<file path="src/rtl/til_pkg.sv">
// Shared constants and control bundles for the trilinear interpolation unit.
// Used by til_lane, til_merge and trilinear_interpolation_unit; no dependencies.
`timescale 1ns / 1ps
`default_nettype none

package til_pkg;

  // Eight corners of a voxel cell, three axes.
  localparam int CORNER_COUNT = 8;
  localparam int AXIS_COUNT   = 3;

  // Register stages in each lane and in the merging tree.
  localparam int LANE_STAGES  = 4;
  localparam int MERGE_STAGES = 3;
  localparam int PIPE_STAGES  = LANE_STAGES + MERGE_STAGES;

  // Load enables for the four lane stages.
  typedef struct packed {
    logic en_weight;
    logic en_scale;
    logic en_split;
    logic en_join;
  } til_lane_ctrl_t;

  // Load enables for the three merge stages.
  typedef struct packed {
    logic en_pair;
    logic en_quad;
    logic en_final;
  } til_merge_ctrl_t;

endpackage

`default_nettype wire

</file>
<file path="src/rtl/til_merge.sv">
// Merging stage: registered adder tree over the eight lane products and rounding.
// Depends on til_pkg for the corner count and the merge control bundle.
`timescale 1ns / 1ps
`default_nettype none

module til_merge #(
  parameter int SAMPLE_WIDTH  = 24,
  parameter int FRACTION_BITS = 16,
  localparam int WGT_W = 3 * FRACTION_BITS + 1,
  localparam int ACC_W = SAMPLE_WIDTH + WGT_W
) (
  input  wire                                          clk_i,
  input  wire til_pkg::til_merge_ctrl_t                ctrl_i,
  input  wire [til_pkg::CORNER_COUNT-1:0][ACC_W-1:0]   products_i,
  output logic [SAMPLE_WIDTH-1:0]                      blended_o
);

  localparam int PAIR_COUNT = til_pkg::CORNER_COUNT / 2;
  localparam int QUAD_COUNT = til_pkg::CORNER_COUNT / 4;
  localparam int SHIFT      = 3 * FRACTION_BITS;
  localparam logic [ACC_W-1:0] HALF = ACC_W'(1) << (SHIFT - 1);

  // Weights are nonnegative and sum to one, so no partial sum overflows ACC_W.
  logic [PAIR_COUNT-1:0][ACC_W-1:0] pair_d, pair_q;
  logic [QUAD_COUNT-1:0][ACC_W-1:0] quad_d, quad_q;
  logic [ACC_W-1:0]                 total;
  logic [SAMPLE_WIDTH-1:0]          blended_d, blended_q;

  // First level of the tree.
  always_comb begin
    for (int p = 0; p < PAIR_COUNT; p++) begin
      pair_d[p] = products_i[2*p] + products_i[2*p+1];
    end
  end

  // Second level of the tree.
  always_comb begin
    for (int q = 0; q < QUAD_COUNT; q++) begin
      quad_d[q] = pair_q[2*q] + pair_q[2*q+1];
    end
  end

  // Final sum plus one half, then floor by dropping the fraction bits.
  assign total     = quad_q[0] + quad_q[1] + HALF;
  assign blended_d = total[SHIFT +: SAMPLE_WIDTH];

  always_ff @(posedge clk_i) begin
    if (ctrl_i.en_pair) begin
      pair_q <= pair_d;
    end
    if (ctrl_i.en_quad) begin
      quad_q <= quad_d;
    end
    if (ctrl_i.en_final) begin
      blended_q <= blended_d;
    end
  end

  assign blended_o = blended_q;

endmodule

`default_nettype wire

</file>
<file path="config.mk">
export PLATFORM = sky130hd
export DESIGN_NAME = til_merge
export DESIGN_NICKNAME = d
export VERILOG_FILES = /design/src/rtl/til_pkg.sv /design/src/rtl/til_merge.sv
export SDC_FILE = /design/constraint.sdc
export NUM_CORES = 1
export LEC_CHECK = 0
export BUFFER_PORTS_ARGS = -buffer_cell sky130_fd_sc_hd__buf_2
export CAP_MARGIN = 20
export CORE_MARGIN = 5
export CORE_UTILIZATION = 55
export DETAILED_ROUTE_END_ITERATION = 8
export PLACE_DENSITY_LB_ADDON = 0.1
export SYNTH_ARGS = -nofsm -noshare
export SYNTH_HDL_FRONTEND = slang
export SYNTH_SLANG_ARGS = --single-unit
</file>
<file path="constraint.sdc">
create_clock -name clk_i -period 11.5 [get_ports clk_i]
set_input_delay 2.3 -clock clk_i [delete_from_list [all_inputs] [get_ports clk_i]]
set_output_delay 2.3 -clock clk_i [all_outputs]
set_load 0.03 [all_outputs]
</file>
# After elaboration in Yosys (flattened, before gate mapping)
# Cells that the tools add are included.
[totals] wordCells=15 reg_bits=456 output_inout_bits=24 inputBits=588
[op_classes] n_addsub=8
[ops] cell="$add A72 B72 Y72" n=7
[ops] cell="$add A72 B48 Y72 const B" n=1

# Logic depth before layout (Yosys ltp)
[logic_depth] word_depth=2 ltp_mapped=15 ltp_nobuf=15

# Worst setup path after synthesis
# Ideal clock, no wire load.
[synth_path] path_type="input to register" startpoint="in products_i[146] (netlist name)" endpoint="reg pair_q[137] (netlist name) (data pin)" setup_slack_ps=6191 path_stages=13 arrival_ps=5048 path_cell_list="ha_1 > fa_1 > a211o_1 > a21oi_1 > o221a_2 > o22ai_1 > o311ai_2 > a21o_1 > a21oi_2 > a21o_1 > a2111o_1 > a31oi_1 > xnor2_1"
[synth_rtl] item="start, declared" line="til_merge.sv:14" text="input wire [til_pkg::CORNER_COUNT-1:0][ACC_W-1:0] products_i,"
[synth_rtl] item="end signal, assigned" line="til_merge.sv:49" text="pair_q <= pair_d;"
[synth_rtl] item="end, declared" line="til_merge.sv:24" text="logic [PAIR_COUNT-1:0][ACC_W-1:0] pair_d, pair_q;"

==> metrics.cfg <==
[pwr]
p_leak_nw=20.9
p_seq_share_pct=31.3
p_switching_mw=3.39
total_power_mw=8.57
swShare_pct=39.6
clock_power_share_pct=18.2
p_int_mw=5.18
power.density_nw_per_um2=183
ir_drop_mv=0.114
combPwrFrac_pct=50.5

[logic_synthesis]
ys.warnings.count=0
synth_xor_area_share_pct=8.85
synth_ff_type=edfxtp_1
yosys-mux-area-fraction_pct=0.147
synth_compound_area_share_pct=24.7
synth_top_family_by_area=compound AO/OA/AOI/OAI gates
ys_ff_latch=456
syn_nets=5628
synth_edf_count=456
synth-async-reset-ratio_pct=0
synth_simple_gate_area_share_pct=13.4
netlist_instances=4469
syn_avg_cell_area_um2=9.30
synth_fa_ha_area_share_pct=17.3
seq_area_frac_synth_pct=32.9
synth_area_um2=41600
ys_types=104

[finish]
final_nets=6129
multi_input_area_um2=26800
areaGrowthSynthToFinish_pct=12.7
ff_latch_area_um2=13700
final_common_cell=buf_2
drive_above_1_share_pct=14.7
layout_common_cells=601 x buf_2, 565 x ha_1, 530 x a21oi_1, 456 x edfxtp_1, 330 x nand2_1
n_fill_cell=6538

[floorplanning]
start_util_pct=55.7
coreArea_um2=74700
dieArea_um2=81200
die_y_um=285
fp-row-count=100
fp.dieW_um=285
num_io_pins=612

[setup_path]
critPathLaunchType=input pin
cp_num_buf_inv=1
critical_path.top_delay_family=compound AO/OA/AOI/OAI gates
crit_type=input pin to flip-flop
slowest_stage=a2111oi_1
cp_common_cell=nand3_1
end_kind=flip-flop
crit_fanout=5
critPathRequiredTime_ns=11.83
crit_chain=buf_2 -> ha_1 -> nand3_1 -> o211ai_1 -> nand3_1 -> a211oi_1 -> o2111ai_1 -> a21oi_1 -> o21ai_1 -> a2111oi_1 -> o21ai_0 -> mux2i_1 -> nand2_1
crit_path_max_incr_delay_ns=0.90
cp.arrival_ns=6.12

[job]
maxCapViolations=0

[detailed_routing]
drc=0
drt_iter0_markers=2485
vias=36400
viasPerCell=6.08
routedWlPerCell_um=19.5
drtPass1Iterations=8
wirelength_um=117000
antenna_left=0

[clocking]
cts-root-buf=clkbuf_16
cts.repair.resized=0
htree_levels=2
clockBufferDepth=3
cts.sinks=456
cts_tree=built
insertion_delay_ns=0.58
cts.clk_slew.worst_paths_ns=0.06
cts_buffers=49
cts_setup_buffers=0
ctsHoldBuffers=0

[global_route]
gr-usage-all-layers_pct=27.1
grt.overflow.total=0
grt.met2_usage_pct=43.6
antenna_found_initial=7
busiest_layer=met2
use_met3_pct=3.04
first_global_vias=34800
grt_max_degree=85
grt_util_met1_pct=39.2
grt_pass1_wl_um=182000

[place]
globalplace.congestion=0.943
portBuffers=603
hpwl_um=93900

[min_path]
holdCritPathClass=flip-flop to flip-flop

[sta]
fmax_mhz=173
rsz0062_at_grt=no
fin_crit_ns=5.79
fin_tns_setup_ns=0
fin_worst_skew_ns=0.00981
slew_headroom_pct=34.1
finalCritPeriodShare_pct=50.4
setup_viol=0
report.final.slew_viol_count=0
finalHoldViolCount=0
timing_worst_slew_pin_value_ns=0.988

[status]
outcome=finished clean

## worst paths after layout
check	start	end	slack [ns]	depth (start not counted)
worst min-delay path	pair_q[219]	quad_q[73]	0.56	1
worst min register to register	pair_q[219]	quad_q[73]	0.56	1
worst max-delay path	products_i[441]	pair_q[284]	5.71	13
worst max register to register	pair_q[0]	quad_q[70]	7.37	13
## power groups by stage
| stage | combinational, mW | sequential, mW | clock (mW) |
|---|---|---|---|
| floorplan | 3.07 | 2.70 | 0 |
| global placement | 4.23 | 2.70 | 0 |
| detailed placement | 4.24 | 2.69 | 0 |
| CTS | 4.30 | 2.68 | 1.60 |
| global route | 4.81 | 2.72 | 1.67 |
| finish | 4.33 | 2.68 | 1.56 |
## stage by stage
step	hold WS [ns]	std cells	setup WS [ns]	instance area (um^2)	utilization (%)
6_report	0.561	5984	5.71	46900	62.7
2_1_floorplan	0.513	4469	6.19	41600	-
3_5_place_dp	0.542	5888	5.17	45200	60.6
5_1_grt	0.593	5984	5.42	46900	62.7
4_1_cts	0.565	5977	5.77	46800	62.7
3_3_place_gp	0.545	5888	5.20	45200	60.6
## state kept, by name (all words and copies together) (netlist names)
| register | flops |
|---|---|
| quad_q | 144 |
| blended_o | 24 |
| pair_q | 288 |
## synth_stat cells (all sizes together) (23+ instances only)
library cell	number	area share [%]
ha	565	17
a21oi	533	6.5
edfxtp	456	33
nand2	330	3.0
a21o	305	5.5
o21ai	274	3.3
xnor2	250	5.3
nor2	247	2.2
xor2	170	3.6
clkbuf	144	1.3
inv	134	1.2
nand4	131	2.0
nand3	96	1.2
o21bai	96	1.7
nor3	71	0.85
a31oi	54	0.83
a211oi	52	0.99
nor2b	48	0.72
and3	40	0.61
and2	35	0.53
nand2b	34	0.51
o21a	34	0.62
o31ai	31	0.58
o211ai	29	0.54
or3	24	0.39
nor4	23	0.35
## metal layers
layer  wire (um)  vias up
met5           0        -
met4        3010        0
met3        6880      169
met2       51900     1227
met1       54800    17000
li1            -    18000
## cell families after synthesis
group	count (synthesis)
buf+inv	291
simple gates	1133
xor+xnor	420
mux	6
fa+ha+maj	571
compound gates	1592
flops	456
## area by class of cell
type                            instances  share of cell area [%]
Antenna cell                            7                  0.0374
Clock buffer                           61                    2.80
Clock inverter                         28                   0.625
Inverter                              134                    1.07
Multi-Input combinational cell       3722                    57.1
Sequential cell                       456                    29.2
Tap cell                              969                    2.59
Timing Repair Buffer                  607                    6.54
Note: power is estimated with default switching activity, not from simulation.
